**src/design/plc_pkg.sv**
```systemverilog
package plc_pkg;

  localparam int unsigned CAPACITY = 128;
  localparam int unsigned IDX_W    = $clog2(CAPACITY);
  localparam int unsigned CNT_W    = $clog2(CAPACITY + 1);
  localparam int unsigned CMP_W    = ((CNT_W > 8) ? CNT_W : 8) + 1;
  localparam int unsigned GRP_SIZE = 8;
  localparam int unsigned NUM_GRP  = (CAPACITY + GRP_SIZE - 1) / GRP_SIZE;

  typedef logic [2:0] op_t;
  localparam op_t OP_APPEND    = 3'd0;
  localparam op_t OP_INSERT    = 3'd1;
  localparam op_t OP_READ      = 3'd2;
  localparam op_t OP_DELETE    = 3'd3;
  localparam op_t OP_SWAP      = 3'd4;
  localparam op_t OP_OVERWRITE = 3'd5;
  localparam op_t OP_CLEAR     = 3'd6;

  typedef logic [1:0] status_t;
  localparam status_t ST_DONE   = 2'd0;
  localparam status_t ST_REJECT = 2'd1;
  localparam status_t ST_SAME   = 2'd2;

  typedef enum logic [1:0] {
    CMD_HOLD,
    CMD_INSERT,
    CMD_DELETE,
    CMD_WRITE
  } cmd_e;

  typedef struct packed {
    cmd_e             cmd;
    logic [IDX_W-1:0] idx_a;
    logic [IDX_W-1:0] idx_b;
    logic             wr_b;
    logic [31:0]      data_a;
    logic [31:0]      data_b;
  } cell_ctrl_t;

  typedef struct packed {
    op_t                operation;
    logic [7:0]         position;
    logic [7:0]         position_b;
    logic signed [31:0] value;
  } in_t;

  typedef struct packed {
    status_t            status;
    logic signed [31:0] read_value;
    logic [7:0]         count;
    logic               is_full;
    logic               is_empty;
  } out_t;

endpackage

```
**src/design/plc_cell.sv**
```systemverilog
module plc_cell
  import plc_pkg::*;
(
  input  logic             clk_i,
  input  logic [IDX_W-1:0] idx_i,
  input  cell_ctrl_t       ctrl_i,
  input  logic [31:0]      lower_i,
  input  logic [31:0]      upper_i,
  output logic [31:0]      value_o,
  output logic [31:0]      sel_a_o,
  output logic [31:0]      sel_b_o
);

  logic [31:0] value_q;
  logic [31:0] value_d;
  logic        hit_a;
  logic        hit_b;

  assign hit_a = (idx_i == ctrl_i.idx_a);
  assign hit_b = (idx_i == ctrl_i.idx_b);

  always_comb begin
    value_d = value_q;
    unique case (ctrl_i.cmd)
      CMD_HOLD: begin
        value_d = value_q;
      end
      CMD_INSERT: begin
        if (hit_a) begin
          value_d = ctrl_i.data_a;
        end else if (idx_i > ctrl_i.idx_a) begin
          value_d = lower_i;
        end
      end
      CMD_DELETE: begin
        if (idx_i >= ctrl_i.idx_a) begin
          value_d = upper_i;
        end
      end
      CMD_WRITE: begin
        if (hit_a) begin
          value_d = ctrl_i.data_a;
        end else if (hit_b && ctrl_i.wr_b) begin
          value_d = ctrl_i.data_b;
        end
      end
      default: begin
        value_d = value_q;
      end
    endcase
  end

  always_ff @(posedge clk_i) begin
    value_q <= value_d;
  end

  assign value_o = value_q;
  assign sel_a_o = hit_a ? value_q : 32'd0;
  assign sel_b_o = hit_b ? value_q : 32'd0;

endmodule

```
**config.mk**
```make
export PLATFORM = sky130hd
export DESIGN_NAME = plc_cell
export DESIGN_NICKNAME = d
export VERILOG_FILES = /design/src/design/plc_pkg.sv /design/src/design/plc_cell.sv
export SDC_FILE = /design/constraint.sdc
export NUM_CORES = 1
export LEC_CHECK = 0
export BUFFER_PORTS_ARGS = -buffer_cell sky130_fd_sc_hd__clkbuf_2
export CAP_MARGIN = 15
export CORE_AREA = 4 4 93 95
export CTS_CLUSTER_DIAMETER = 120
export CTS_CLUSTER_SIZE = 8
export DETAILED_ROUTE_END_ITERATION = 10
export DIE_AREA = 0 0 97 99
export PLACE_DENSITY = 0.82
export SLEW_MARGIN = 20
export SYNTH_ARGS = -nofsm -noshare
export SYNTH_HDL_FRONTEND = slang
export SYNTH_SLANG_ARGS = --single-unit
```
**constraint.sdc**
```tcl
create_clock -name clk_i -period 3.9 [get_ports clk_i]
set_input_delay 0.78 -clock clk_i [delete_from_list [all_inputs] [get_ports clk_i]]
set_output_delay 0.78 -clock clk_i [all_outputs]
set_load 0.005 [all_outputs]
```
=== Word-level counts from Yosys, hierarchy flattened ===
Cells that the tools add are included.

* Bits in registers: 32
* Input port bits: 153
* Output and inout port bits: 96
* Logic and storage cells: 23

* Reductions and logical operators: 3
* Eq/ne operators: 8
* Magnitude comparators: 2
* Mux-type cells: 8
* Bitwise logic cells: 1

{| class="wikitable"
|+ Operator list
! kind !! number
|-
| $mux W32 || 7
|-
| $pmux W32 S3 || 1
|-
| $eq A7 B7 Y1 || 2
|-
| $ge A7 B7 Y1 || 1
|-
| $gt A7 B7 Y1 || 1
|-
| $ne A3 B3 Y1 const B || 2
|-
| $eq A2 B2 Y1 const B || 2
|-
| $reduce_and A4 Y1 || 1
|-
| $eq A2 B1 Y1 const B || 1
|-
| $logic_not A2 Y1 || 1
|-
| $ne A2 B2 Y1 const B || 1
|-
| $logic_and A1 B1 Y1 || 1
|-
| $not A1 Y1 || 1
|}

=== Longest topological paths before layout ===
Gate-level depths: netlist of the first run.

* Depth after elaboration: 5
* Gate-level depth with buffers: 9
* Mapped depth without buffers: 6

=== Worst setup path after synthesis of the first run ===
OpenSTA, ideal clock, no wires.

* Path kind: input-to-reg
* Start: input port ctrl_i[74] (netlist name)
* End: register value_q[0], in the netlist value_o[0] (enable)
* Slack: 966 ps
* Required time: 3507 ps
* Cell stages on the path: 8
* Data arrival time: 2541 ps
* Library setup time: 393 ps
* Buffers on the path: 2
* Cell sequence: inv_1 ha_1 and4_1 buf_6 nand2_4 buf_6 nand3_1 o221a_1

* Longest elaborated chain between the ends: 3
* Elaborated cells between the ends (all ways): 7
* Classes of those cells: order compare (2); eq/ne (4); reduce/logical (1)

{| class="wikitable"
|+ Ends and longest elaborated chain
! what !! RTL line !! source
|-
| start, declared || plc_cell.sv:6 || <nowiki>input cell_ctrl_t ctrl_i,</nowiki>
|-
| $gt A7 B7 Y1 (tied with other cells) || plc_cell.sv:31 || <nowiki>end else if (idx_i > ctrl_i.idx_a) begin</nowiki>
|-
| $ne A3 B3 Y1 (no source line) or $ne A2 B2 Y1 (tied branches) || n/a ||
|-
| $reduce_and A4 Y1 (no source line) * || n/a ||
|-
| end signal, assigned || plc_cell.sv:54 || <nowiki>value_q <= value_d;</nowiki>
|-
| end, declared || plc_cell.sv:14 || <nowiki>logic [31:0] value_q;</nowiki>
|}

Mark *: on every way between the ends. The rest lies on a longest branch, timed or not.
A chain may end at the register's enable or synchronous reset.

=== Final worst setup path of the first run ===
* Start: input port ctrl_i[74] (netlist name)
* End: output port sel_a_o[14]

* Longest elaborated chain between the ends: 2

{| class="wikitable"
|+ Ends and longest elaborated chain
! what !! RTL line !! source
|-
| $eq A7 B7 Y1 || plc_cell.sv:19 || <nowiki>assign hit_a = (idx_i == ctrl_i.idx_a);</nowiki>
|-
| $mux W32 || plc_cell.sv:58 || <nowiki>assign sel_a_o = hit_a ? value_q : 32'd0;</nowiki>
|-
| end, declared || plc_cell.sv:10 || <nowiki>output logic [31:0] sel_a_o,</nowiki>
|}

Every way passes these cells.

==> results.md, run 1 <==
Floorplan:
- The starting density of the core is 0.414.
- The floorplan step defined a die boundary enclosing 9600 um2.
- The core region is approximately 7700 um2.
- The vertical die dimension is slightly below 100 um.
- The number of rows in the core area is 32.
- The top-level I/O count is about 250.
- The floorplan die width is 97 um.

STA:
- Setup repair after global routing left no endpoint under its margin.
- For this run, the top clock speed supported by timing is 323 MHz.
- Dividing the final minimum period by the clock period gives 0.793.
- The number of hold violations in the final report was 0.
- The actual transition at the worst max-transition pin is 1.02 ns.
- The max-slew violation total from the final report is 0.
- The routed design could run at a clock period as short as just over 3 ns.
- Setup violations remaining at the end of the flow were counted as 0.
- Setup total negative slack on the finished layout was measured at 0 ns.
- On the final layout, the worst hold slack is 0.847 ns.
- Measured against its own limit, the worst slew margin works out to 0.322.

Power and ir drop:
- The clock share of power is 0.267.
- The internal power is 0.781 mW.
- Of the total power, the share spent switching nets is 0.294.
- The share of total power dissipated in sequential elements is 0.442.
- In this run the power spent charging and discharging nets is around 0.33 mW.
- The worst vdd rail ir drop is about 0.17 mV.
- The power density normalized to cell area is roughly 250 nW/um2.
- Summed over all cells, the static leakage comes to about 2.3 nW.
- The share of total power dissipated in combinational logic is 0.291.

Logic synthesis:
- The share of synthesized registers carrying an async set or reset is 0.
- The xor/xnor cell area share of the yosys netlist is 0.0192.
- Ranked by total cell area, the synthesized netlist is headed by sky130_fd_sc_hd__edfxtp_1 (30%), sky130_fd_sc_hd__o211ai_2 (16%), sky130_fd_sc_hd__a31oi_1 (6.5%), sky130_fd_sc_hd__and3_1 (6.5%), sky130_fd_sc_hd__and2_1 (6.3%).
- The post-synthesis compound-gate area fraction was 0.289.
- The mean instance size in the synthesized netlist is ~9.4 um2.
- The gate count of the mapped netlist is approximately 340.
- The largest total area in the synthesized netlist belongs to sky130_fd_sc_hd__edfxtp_1.
- Of the post-synthesis cell area, the dominant cell type holds 0.300.
- For this run, the leading register cell type out of synthesis is sky130_fd_sc_hd__edfxtp_1.
- The combinational family with the most area after synthesis is compound AO/OA/AOI/OAI gates.
- The proportion of synthesized chip area in sequential cells is 0.300.
- Counting flops and latches in the post-synthesis netlist gives 32.
- The cell area after synthesis is 3200 um2.
- The share of synthesized cell area in and, or, nand and nor gates is 0.263.
- The multiplexer area fraction after synthesis is 0.00313.
- The number of synthesized flops with an enable pin is 32.
- The number of synthesis warnings is 0.
- The number of library cell types mapped by synthesis is 35.
- Synthesis produced a netlist with a net count of ~500.
- The adder and majority gate portion of the synthesized area is 0.0274.

Global route:
- In the global route stage, met3 resource usage came out at 0.0425.
- The busiest layer in global routing is met2.
- The first global-routing pass estimated between 15000 and 20000 um of wire.
- In the global route stage, overall resource usage came out at 0.219.
- The global routing met2 resource utilization is 0.395.
- The leftover overflow at the end of global routing is 0.
- The met1 demand-to-capacity share in global routing is 0.272.
- The initial antenna violation count is 0.
- Entering global routing, the biggest net connects 74 pins.
- The number of global-route vias before repair was roughly 3300.

Clocking:
- The total number of H-tree levels is 2.
- Hold repair after CTS inserted 0 buffers.
- Once the clock tree was built, the setup fixing pass inserted 0 buffers.
- The clock sink total is 32.
- The clock tree from TritonCTS is done.
- The longest clock path from root to sink contains 2 buffers.
- The clock transition at the register clock pins on the worst setup and hold paths after CTS is roughly 0.07 ns.
- In this run, CTS created clock tree buffers numbering 5.
- The clock tree root buffer cell is sky130_fd_sc_hd__clkbuf_8.
- The number of gates resized after CTS was 0.

Drt:
- The residual DRC count is 0.
- The per-cell via count in the routed design is between 5 and 6.
- The total wire length after detailed routing is 11400 um.
- Once detail routing completed, the nets flagged for antenna violations numbered 0.
- The detailed router finished its first iteration with about 230 violations.
- The routed wirelength normalized by instance count is 17.1 um.
- The first detailed-routing pass ran for 4 iterations.
- For this block, the via count after detailed routing is 3510.

Worst setup path:
- The worst setup path is of the input pin to output port kind.
- The element type at the critical path start is an input pin.
- The worst path required time is 3.12 ns.
- The launch point of the worst path is ctrl_i[74].
- The worst setup path is captured at an output port.
- The data arrival time of the worst path is ~2.3 ns.
- The largest fanout on the critical path is 18.

Cells and area:
- The final-layout fill cell count is between 700 and 800.
- The multi-input gate area in the final layout is 1930 um2.
- The register with the most flip-flops in the layout has 32 of them.
- The signed area change from the synthesized netlist to the final layout is 39.6%.
- For this run, the post-layout net count is a little over 700.
- In the final layout, the share of cells above drive strength 1 is 0.546.
- The storage element area is approximately 960 um2.
- The total inserted antenna cells is 0.

Placed design:
- Detailed placement finished with a half-perimeter wire length of about 9400 um.
- The number of port buffers is approximately 250.
- At the end of routability-driven placement, the weighted congestion stood at 1.02.

Status:
- The flow ran to the end, and the final reports show no timing, DRC or antenna violations.

Hold path:
- The end point of the most critical hold path is value_o[11]$_DFFE_PP_.
- The worst hold path belongs to the class input pin to flop.
- The startpoint of the lowest-slack hold path is ctrl_i[43].
- Along the worst hold path, the cell count comes to 3.

Flow run:
- The number of maximum-capacitance violations is 0.
[power groups by stage]
| stage | combinational [mW] | sequential (mW) | clock (mW) |
|---|---|---|---|
| 2_1_floorplan | 0.148 | 0.481 | 0 |
| 3_3_place_gp | 0.316 | 0.495 | 0 |
| 3_5_place_dp | 0.323 | 0.497 | 0 |
| 4_1_cts | 0.324 | 0.490 | 0.300 |
| 5_1_grt | 0.352 | 0.498 | 0.315 |
| 6_report | 0.322 | 0.489 | 0.296 |
[worst max-delay path, cell delays in order]
cell                       delay (ns)
sky130_fd_sc_hd__clkbuf_2        0.08
sky130_fd_sc_hd__inv_1           0.04
sky130_fd_sc_hd__ha_1            0.29
sky130_fd_sc_hd__and4_1          0.52
sky130_fd_sc_hd__buf_4           0.28
sky130_fd_sc_hd__and3_1          0.19
sky130_fd_sc_hd__clkbuf_2        0.12
[cells in the mapped netlist (all sizes together) (2+ instances only)]
library cell,n
and2,33
o21ai,3
and3,33
buf,27
o211ai,61
inv,9
nand2b,2
edfxtp,32
nand2,2
a31oi,33
nor2b,29
and2b,2
xnor2,6
ha,7
clkbuf,15
nand4,2
nand3,32
[area by class of cell]
class / instances / area share
Tap cell: 102 / 0.0286
Multi-Input combinational cell: 256 / 0.431
Inverter: 9 / 0.00784
Sequential cell: 32 / 0.215
Clock inverter: 3 / 0.00840
Timing Repair Buffer: 257 / 0.293
Clock buffer: 5 / 0.0154
[worst max path at each step]
stage	to	slack (ns)	cells after the start
2_1_floorplan	value_o[0]$_DFFE_PP_	0.97	8
3_3_place_gp	value_o[28]$_DFFE_PP_	0.80	8
3_5_place_dp	value_o[24]$_DFFE_PP_	0.72	8
4_1_cts	sel_a_o[10]	0.79	7
5_1_grt	sel_a_o[10]	0.66	7
6_report	sel_a_o[14]	0.81	7
[layer usage]
metal | share of wire | routed length [um]
met4 | 0.012 | 131
met3 | 0.069 | 783
met5 | 0 | 0
met1 | 0.40 | 4580
met2 | 0.52 | 5880
[cells by family after synthesis]
family                   count (synthesis)
AND/OR/NAND/NOR                        139
multiplexers                             1
AO/OA/AOI/OAI                          102
flip-flops                              32
XOR/XNOR                                 7
buffers and inverters                   51
adder cells (fa/ha/maj)                  7
[stage by stage]
step	instance area [um2]	setup slack (ns)	std cells	utilization	total power, mW
final	4470	0.809	664	0.578	1.11
after floorplan	3200	0.966	339	-	0.629
after detailed placement	4360	0.723	656	0.564	0.820
after global routing	4470	0.659	664	0.578	1.16
after global placement	4360	0.800	656	0.564	0.811
after CTS	4470	0.789	664	0.578	1.11
[layout by cell type, fill, tap and decap left out, drive strengths merged, types with 2 or more instances in the layout]
cell and count:
and3 33, nand2b 2, inv 8, edfxtp 32, nand2 2, and2 33, nand3 32, o21ai 3
ha 7, and2b 2, xnor2 6, o211ai 61, nor2b 29, a31oi 33, nand4 2, clkinv 3
buf 10, clkbuf 252
Note: power is estimated with default switching activity, not from simulation.
==> run 2, diff against run 1 <==
CORE_AREA = default   (was 4 4 93 95)
CORE_MARGIN = 4   (was default)
CORE_UTILIZATION = 37   (was default)
DIE_AREA = default   (was 0 0 97 99)
PLACE_DENSITY = 0.79   (was 0.82)
clock period = 2.7 ns   (was 3.9 ns; I/O delays follow)
==> run 2 against run 1 <==
- design area up 2.1%
- critical path type unchanged
- hold slack worse by 0.25 ns
- sequential cell count unchanged
- cell count grew 1.2%
- clock power rose by 52%
- global-route usage decreased by 0.79 points
==> results.md, run 2 (synthesis results as in run 1) <==
Status:
- The run finished with clean final reports.

STA:
- The final hold slack is 0.594 ns (-0.253 ns).
- For this run, the top clock speed supported by timing is between 400 and 500 MHz.
- The smallest setup slack after layout is 0.340 ns (-0.468 ns).
- In the finished design, the share of the clock period the worst path needs comes to 0.874.
- The number of setup violations in the final report is 0 (unchanged).
- The actual transition at the worst max-transition pin is 0.327 ns (-0.689 ns).
- The max-slew violation total from the final report is 0 (unchanged).
- The final period demand of the worst path is approximately 2.4 ns.
- The number of hold violations in the final report was 0 (unchanged).
- Setup repair after global routing left no endpoint under its margin.
- The tightest slew margin relative to the limit is 0.781 (+0.459).
- The setup total negative slack is 0 ns (unchanged).

Clocking:
- The count of instances resized after the clock tree is built is 0 (unchanged).
- The clock sink total is 32 (unchanged).
- The clock transition at the register clock pins on the worst setup and hold paths after CTS is 0.06 ns (about the same).
- The TritonCTS buffer count is 5 (unchanged).
- The maximum root-to-sink buffer count is 2 (unchanged).
- Clock tree synthesis selected as its root buffer the cell sky130_fd_sc_hd__clkbuf_8.
- The total number of H-tree levels is 2 (unchanged).
- TritonCTS built the clock tree.
- The post-cts hold buffer count came to 0 (unchanged).
- The buffer count from post-CTS setup fixing is 0 (unchanged).

Cells and area:
- Leaving out fill and tap cells, the most frequent cells in the layout are sky130_fd_sc_hd__clkbuf_2 (247), sky130_fd_sc_hd__o211ai_2 (40), sky130_fd_sc_hd__and3_1 (33), sky130_fd_sc_hd__a31oi_1 (33).
- The final non-filler cell total is 672 (+1.2%).
- The signed area change from the synthesized netlist to the final layout is 42.5%.
- The final instance area is 4560 um2 (+2.1%).
- The storage element area is 961 um2 (unchanged).
- The library cell used most frequently in the layout, excluding fill and tap cells, is sky130_fd_sc_hd__clkbuf_2.
- The final-layout fill cell count is 785 (+9.3%).
- The multi-input gate area in the final layout is 1930 um2 (unchanged).
- The share of the core filled with cells was 0.550 (-0.0287).
- The fraction of final layout cells with drive strength greater than 1 came to 0.552 (+0.00576).
- The net count reported at finish is 726 (+0.69%).
- The number of flip-flops in the largest register was 32 (unchanged).
- The total inserted antenna cells is 0 (unchanged).

Drt:
- The total number of vias is 3503 (-0.20%).
- The count of TritonRoute iterations in the first routing pass is 4 (unchanged).
- The number of DRC violations after detailed-routing iteration 0 was 246 (+6.0%).
- The residual DRC count is 0 (unchanged).
- The per-cell via count in the routed design is 5.21 (-1.4%).
- The number of nets with antenna violations after routing is 0 (unchanged).
- The routed wirelength normalized by instance count is 16.9 um (-1.3%).
- The total wire length after detailed routing is 11400 um (-0.12%).

Floorplan:
- The top-level I/O count is 249 (unchanged).
- The floorplan die width is 101 um (+4.1%).
- The vertical die dimension was 101 um (+2.0%).
- The area of the core region is 8300 um2 (+7.4%).
- The number of rows in the core area is 33 (+3.1%).
- The die footprint is 10200 um2 (+6.2%).
- The starting density of the core is 0.386 (-0.0285).

Placed design:
- The placer's final routability congestion estimate was 0.859 (-16%).
- The pre-CTS worst setup slack is 0.328 ns (-0.394 ns).
- The number of port buffers is 248 (unchanged).
- The number of instances in the placed design is 664 (+1.2%).
- The placed wire-length estimate was 9350 um (-0.77%).
- The area of placed instances is 4450 um2 (+2.1%).

Hold path:
- The worst hold path class is input pin to flop.
- In this run the most critical hold path is launched from lower_i[15].

Power and ir drop:
- The power density normalized to cell area was 359 nW/um2 (+45%).
- The standby leakage power is 2.34 nW (+2.1%).
- The worst vdd rail ir drop came to 0.205 mV (+22%).
- The total power after layout is 1.64 mW (+48%).

Worst setup path:
- The largest fanout on the critical path came to 17 (-1).
- The data arrival time of the worst path is 1.82 ns (-0.49 ns).
- Following the worst setup path forward leads to its endpoint at sel_a_o[25].
- The kind of capture point of the worst setup path is an output port.
- The worst path required time is 2.16 ns (-0.96 ns).
- The worst setup path category is input pin to output port.
- Tracing the worst setup path back leads to its startpoint at ctrl_i[74].
- The element type at the critical path start is an input pin.

Global route:
- The maximum number of pins on one net before global-route repair was 58 (-22%).
- The overall global routing resource usage was 0.211 (-0.00787).
- The initial antenna violation count is 0 (unchanged).
- The number of global-route vias before repair came to 3335 (-0.21%).
- The leftover overflow at the end of global routing was 0 (unchanged).
- The first-pass GRT wire length is 17000 um (-0.73%).

Flow run:
- The number of maximum-capacitance violations is 0 (unchanged).
==> run 2: layer usage <==
layer,GRT usage,vias to the layer above,share of wire
li1,-,1742,-
met1,0.284,1571,0.41
met2,0.351,174,0.48
met3,0.0304,16,0.090
met4,0.0583,0,0.014
met5,0,-,0
==> run 2: final cells by class <==
| cell class | instances | share of cell area |
|---|---|---|
| Clock inverter | 2 | 0.00768 |
| Inverter | 9 | 0.00768 |
| Tap cell | 105 | 0.0288 |
| Timing Repair Buffer | 262 | 0.307 |
| Sequential cell | 32 | 0.211 |
| Multi-Input combinational cell | 256 | 0.422 |
| Clock buffer | 6 | 0.0159 |
==> run 2: worst min path at each step <==
| stage | to | slack [ns] | depth (start not counted) |
|---|---|---|---|
| after floorplan | value_o[13]$_DFFE_PP_ | 0.76 | 2 |
| after global placement | value_o[13]$_DFFE_PP_ | 0.86 | 3 |
| after detailed placement | value_o[13]$_DFFE_PP_ | 0.87 | 3 |
| after CTS | value_o[15]$_DFFE_PP_ | 0.59 | 3 |
| after global routing | value_o[13]$_DFFE_PP_ | 0.59 | 3 |
| final | value_o[15]$_DFFE_PP_ | 0.59 | 3 |
==> run 2: critical path, stage by stage <==
cell                       delay (ns)
sky130_fd_sc_hd__clkbuf_2        0.09
sky130_fd_sc_hd__inv_1           0.04
sky130_fd_sc_hd__ha_1            0.29
sky130_fd_sc_hd__and4_1          0.33
sky130_fd_sc_hd__buf_4           0.23
sky130_fd_sc_hd__and3_1          0.17
sky130_fd_sc_hd__clkbuf_2        0.11
==> run 2: power breakdown <==
| group | switching, mW | leakage (nW) | internal, mW |
|---|---|---|---|
| clock | 0.176 | 0.0552 | 0.274 |
| sequential | 0.0655 | 0.297 | 0.642 |
| combinational | 0.249 | 1.99 | 0.231 |
==> run 3, diff against run 2 <==
ABC_AREA = 1   (was default)
CORE_AREA = 4 4 95 97   (was default)
CORE_MARGIN = default   (was 4)
CORE_UTILIZATION = default   (was 37)
DIE_AREA = 0 0 99 101   (was default)
PLACE_DENSITY = 0.75   (was 0.79)
clock period = 2.9 ns   (was 2.7 ns; I/O delays follow)
==> run 3 against run 2 <==
- worst setup slack better by 0.17 ns
- sequential cell count did not move
- sequential power down 8.6%
- non-clock buffer count shrank 3
- clock power fell by 7.8%
- hold slack got worse by 0.0025 ns
- die area decreased by 2.0%
- cell count increased by 9.7%
- clock-buffer cell count unchanged
- combinational power fell by 13%
- first-iteration DRC count fell by 63%
==> results.md, run 3 <==
Clocking:
- The count of instances resized after the clock tree is built is 0 (unchanged).
- The clock sink total is 32 (unchanged).
- The TritonCTS buffer count is 5 (unchanged).
- The total number of H-tree levels is 2 (unchanged).
- The maximum root-to-sink buffer count is 2 (unchanged).
- The clock transition at the register clock pins on the worst setup and hold paths after CTS was 0.07 ns (about the same).
- The buffer count from post-CTS setup fixing is 0 (unchanged).
- The clock tree root buffer cell is sky130_fd_sc_hd__clkbuf_8.
- The post-cts hold buffer count came to 0 (unchanged).
- TritonCTS built the clock tree.

STA:
- The actual transition at the worst max-transition pin was 0.576 ns (+0.249 ns).
- The number of hold violations in the final report is 0 (unchanged).
- The max-slew violation total from the final report is 0 (unchanged).
- The number of setup violations in the final report was 0 (unchanged).
- The smallest setup slack after layout is 0.512 ns (+0.172 ns).
- The highest clock rate is between 400 and 500 MHz.
- The final period demand of the worst path is 2.39 ns.
- Setup repair after global routing left no endpoint under its margin.
- The setup total negative slack was 0 ns (unchanged).
- In the finished design, the share of the clock period the worst path needs comes to 0.823.
- The final hold slack is 0.591 ns (-0.00247 ns).
- The tightest slew margin relative to the limit is 0.616 (-0.165).

Status:
- The flow ran to the end, and the final reports show no timing, DRC or antenna violations.

Worst setup path:
- The maximum single-stage delay on the critical path is 0.31 ns (-0.02 ns).
- The critical path buffer and inverter count is 3 (-1).
- The worst setup path category is input pin to output port.
- The worst setup path is launched from an input pin.
- The worst path required time is 2.32 ns (+0.16 ns).
- The data arrival time of the worst path is 1.81 ns (about the same).
- On the critical path, the stage with the largest delay is an instance of sky130_fd_sc_hd__ha_1.
- The critical path goes through clkbuf_2, ha_1, nand2_1, nor2_4, nand2_4, buf_4, nor2_1, clkbuf_2.
- The most repeated library cell on the critical path is sky130_fd_sc_hd__clkbuf_2.
- The kind of capture point of the worst setup path is an output port.
- In this design, the largest share of critical-path delay is due to buffers and inverters.
- The largest fanout on the critical path is 33 (+16).

Logic synthesis:
- The number of synthesized flops with an enable pin is 32 (unchanged).
- The number of library cell types mapped by synthesis is 25 (-29%).
- The gate count of the mapped netlist is 387 (+14%).
- The cell area after synthesis came to 2830 um2 (-11%).
- The most frequently used cell type in the post-synthesis netlist is sky130_fd_sc_hd__nand2_1.
- The post-synth net total is 547 (+9.6%).
- The number of synthesis warnings is 0 (unchanged).
- Yosys attributes the largest share of cell area to sky130_fd_sc_hd__edfxtp_1 (34%), sky130_fd_sc_hd__nand2_1 (13%), sky130_fd_sc_hd__nor2_1 (9.1%), sky130_fd_sc_hd__o211ai_2 (8.8%), sky130_fd_sc_hd__inv_1 (6.9%).
- The mean instance size in the synthesized netlist is 7.32 um2 (-22%).
- The share of Yosys cell area claimed by the top area cell type was 0.339 (+0.0388).
- sky130_fd_sc_hd__edfxtp_1 takes more of the synthesized area than any other cell.
- In the synthesized netlist, the cells that appear most often are sky130_fd_sc_hd__nand2_1 (95), sky130_fd_sc_hd__nor2_1 (69), sky130_fd_sc_hd__inv_1 (52), sky130_fd_sc_hd__nand3_1 (35), sky130_fd_sc_hd__edfxtp_1 (32).
- The number of register bits inferred by synthesis is 32 (unchanged).
- The share of synthesized registers carrying an async set or reset came to 0 (unchanged).
- Among all flip-flop cells after synthesis, the most frequent one is sky130_fd_sc_hd__edfxtp_1.
- The proportion of synthesized chip area in sequential cells is 0.339 (+0.0388).

Power and ir drop:
- The power density normalized to cell area is 349 nW/um2 (-2.7%).
- The worst vdd rail ir drop came to 0.164 mV (-20%).
- The total power after layout was 1.48 mW (-9.6%).
- The standby leakage power came to 2.41 nW (+3.0%).

Global route:
- The initial antenna violation count was 0 (unchanged).
- The overall global routing resource usage is 0.204 (-0.00717).
- The number of global-route vias before repair was 3488 (+4.6%).
- The leftover overflow at the end of global routing was 0 (unchanged).
- The global routing met2 resource utilization is 0.370 (+0.0184).
- The met1 demand-to-capacity share in global routing is 0.233 (-0.0512).
- The maximum number of pins on one net before global-route repair was 34 (-41%).
- The met3 layer usage reported by global route is 0.0519 (+0.0215).
- After global routing, the most crowded layer is met2.
- The first-pass GRT wire length is 16300 um (-3.7%).

Hold path:
- In this run the worst hold path is classified as input pin to flop.
- The path with the worst hold slack has its endpoint at value_o[27]$_DFFE_PP_.
- The number of instances on the worst hold path came to 3 (unchanged).
- The startpoint of the lowest-slack hold path is upper_i[27].

Placed design:
- The area of placed instances is 4130 um2 (-7.3%).
- The placed wire-length estimate came to 8850 um (-5.4%).
- The number of instances in the placed design is 729 (+9.8%).
- The pre-CTS worst setup slack was 0.508 ns (+0.180 ns).
- The placer's final routability congestion estimate is 0.856 (-0.36%).
- The number of port buffers came to 248 (unchanged).

Drt:
- The per-cell via count in the routed design is 4.71 (-9.7%).
- The number of DRC violations after detailed-routing iteration 0 is 90 (-63%).
- The count of TritonRoute iterations in the first routing pass is 5 (+1).
- The number of nets with antenna violations after routing was 0 (unchanged).
- The total number of vias came to 3468 (-1.0%).
- The total wire length after detailed routing is 10500 um (-7.2%).
- The residual DRC count came to 0 (unchanged).
- The routed wirelength normalized by instance count was 14.3 um (-15%).

Flow run:
- The number of maximum-capacitance violations came to 0 (unchanged).

Cells and area:
- Leaving out fill and tap cells, the most frequent cells in the layout are sky130_fd_sc_hd__clkbuf_2 (248), sky130_fd_sc_hd__nand2_1 (95), sky130_fd_sc_hd__nor2_1 (67).
- The fraction of final layout cells with drive strength greater than 1 is 0.465 (-0.0868).
- The final instance area is 4240 um2 (-7.1%).
- The number of flip-flops in the largest register was 32 (unchanged).
- The final-layout fill cell count is 790 (+0.64%).
- The net count reported at finish is 791 (+9.0%).
- The share of the core filled with cells came to 0.521 (-0.0287).
- The final non-filler cell total is 737 (+9.7%).
- The most common cell after layout, fill and taps aside is sky130_fd_sc_hd__clkbuf_2.
- From synthesis to final layout, the design area changed by 49.5%.
- The total inserted antenna cells is 0 (unchanged).

Floorplan:
- The area of the core region is 8130 um2 (-2.0%).
- The number of rows in the core area is 33 (unchanged).
- The die footprint was 10000 um2 (-2.0%).
- The vertical die dimension is 101 um (about the same).
- The starting density of the core is 0.348 (-0.0372).
- The floorplan die width is 99 um (-2.0%).
- The top-level I/O count is 249 (unchanged).
-- run 3: cell count changes after synthesis, moves of 6 or more --
cell / delta
sky130_fd_sc_hd__inv_1: +44
sky130_fd_sc_hd__buf_6: +6
sky130_fd_sc_hd__nor2_1: +68
sky130_fd_sc_hd__nand2_1: +94
sky130_fd_sc_hd__and3_1: -33
sky130_fd_sc_hd__o211ai_2: -20
sky130_fd_sc_hd__and2_1: -32
sky130_fd_sc_hd__buf_2: -14
sky130_fd_sc_hd__o211ai_1: -10
sky130_fd_sc_hd__a31oi_1: -33
sky130_fd_sc_hd__clkbuf_1: -9
sky130_fd_sc_hd__or2_1: +30
sky130_fd_sc_hd__nor2b_1: -29
-- run 3: kinds of logic after synthesis --
logic type	Yosys count	share of synthesized area
AO/OA/AOI/OAI	35	0.128
XOR/XNOR	3	0.00927
adder cells (fa/ha/maj)	7	0.0309
buffers and inverters	75	0.130
flip-flops	32	0.339
AND/OR/NAND/NOR	235	0.362
-- run 3: how the worst max path moves through the flow --
stage | start | end | slack (ns) | depth (start not counted)
finish | idx_i[6] | sel_a_o[16] | 0.51 | 8
global route | idx_i[2] | sel_a_o[21] | 0.36 | 8
CTS | idx_i[6] | sel_a_o[30] | 0.50 | 8
detailed placement | idx_i[6] | sel_a_o[30] | 0.51 | 8
global placement | ctrl_i[78] | sel_a_o[13] | 0.53 | 9
floorplan | ctrl_i[78] | value_o[0]$_DFFE_PP_ | 0.12 | 11
-- run 3: metal layers --
layer / up-vias / routed length, um
met2: 164 / 5530
met5: - / 0
met3: 14 / 824
met1: 1573 / 4040
li1: 1717 / -
met4: 0 / 150
-- run 3: area by class of cell --
| class | instances | area (um2) | area share |
|---|---|---|---|
| flip-flops and latches | 32 | 961 | 0.227 |
| well taps | 105 | 131 | 0.0310 |
| clock inverters | 2 | 35.0 | 0.00827 |
| multi-input cells | 280 | 1510 | 0.357 |
| inverters | 53 | 199 | 0.0470 |
| clock buffers | 6 | 72.6 | 0.0171 |
| repair buffers | 259 | 1320 | 0.312 |
-- run 3: power breakdown --
| part | leakage, nW | switching [mW] | internal, mW | total, mW |
|---|---|---|---|---|
| sequential | 0.299 | 0.0453 | 0.601 | 0.646 |
| clock | 0.0552 | 0.160 | 0.255 | 0.415 |
| combinational | 2.06 | 0.225 | 0.193 | 0.417 |
| total | 2.41 | 0.431 | 1.05 | 1.48 |
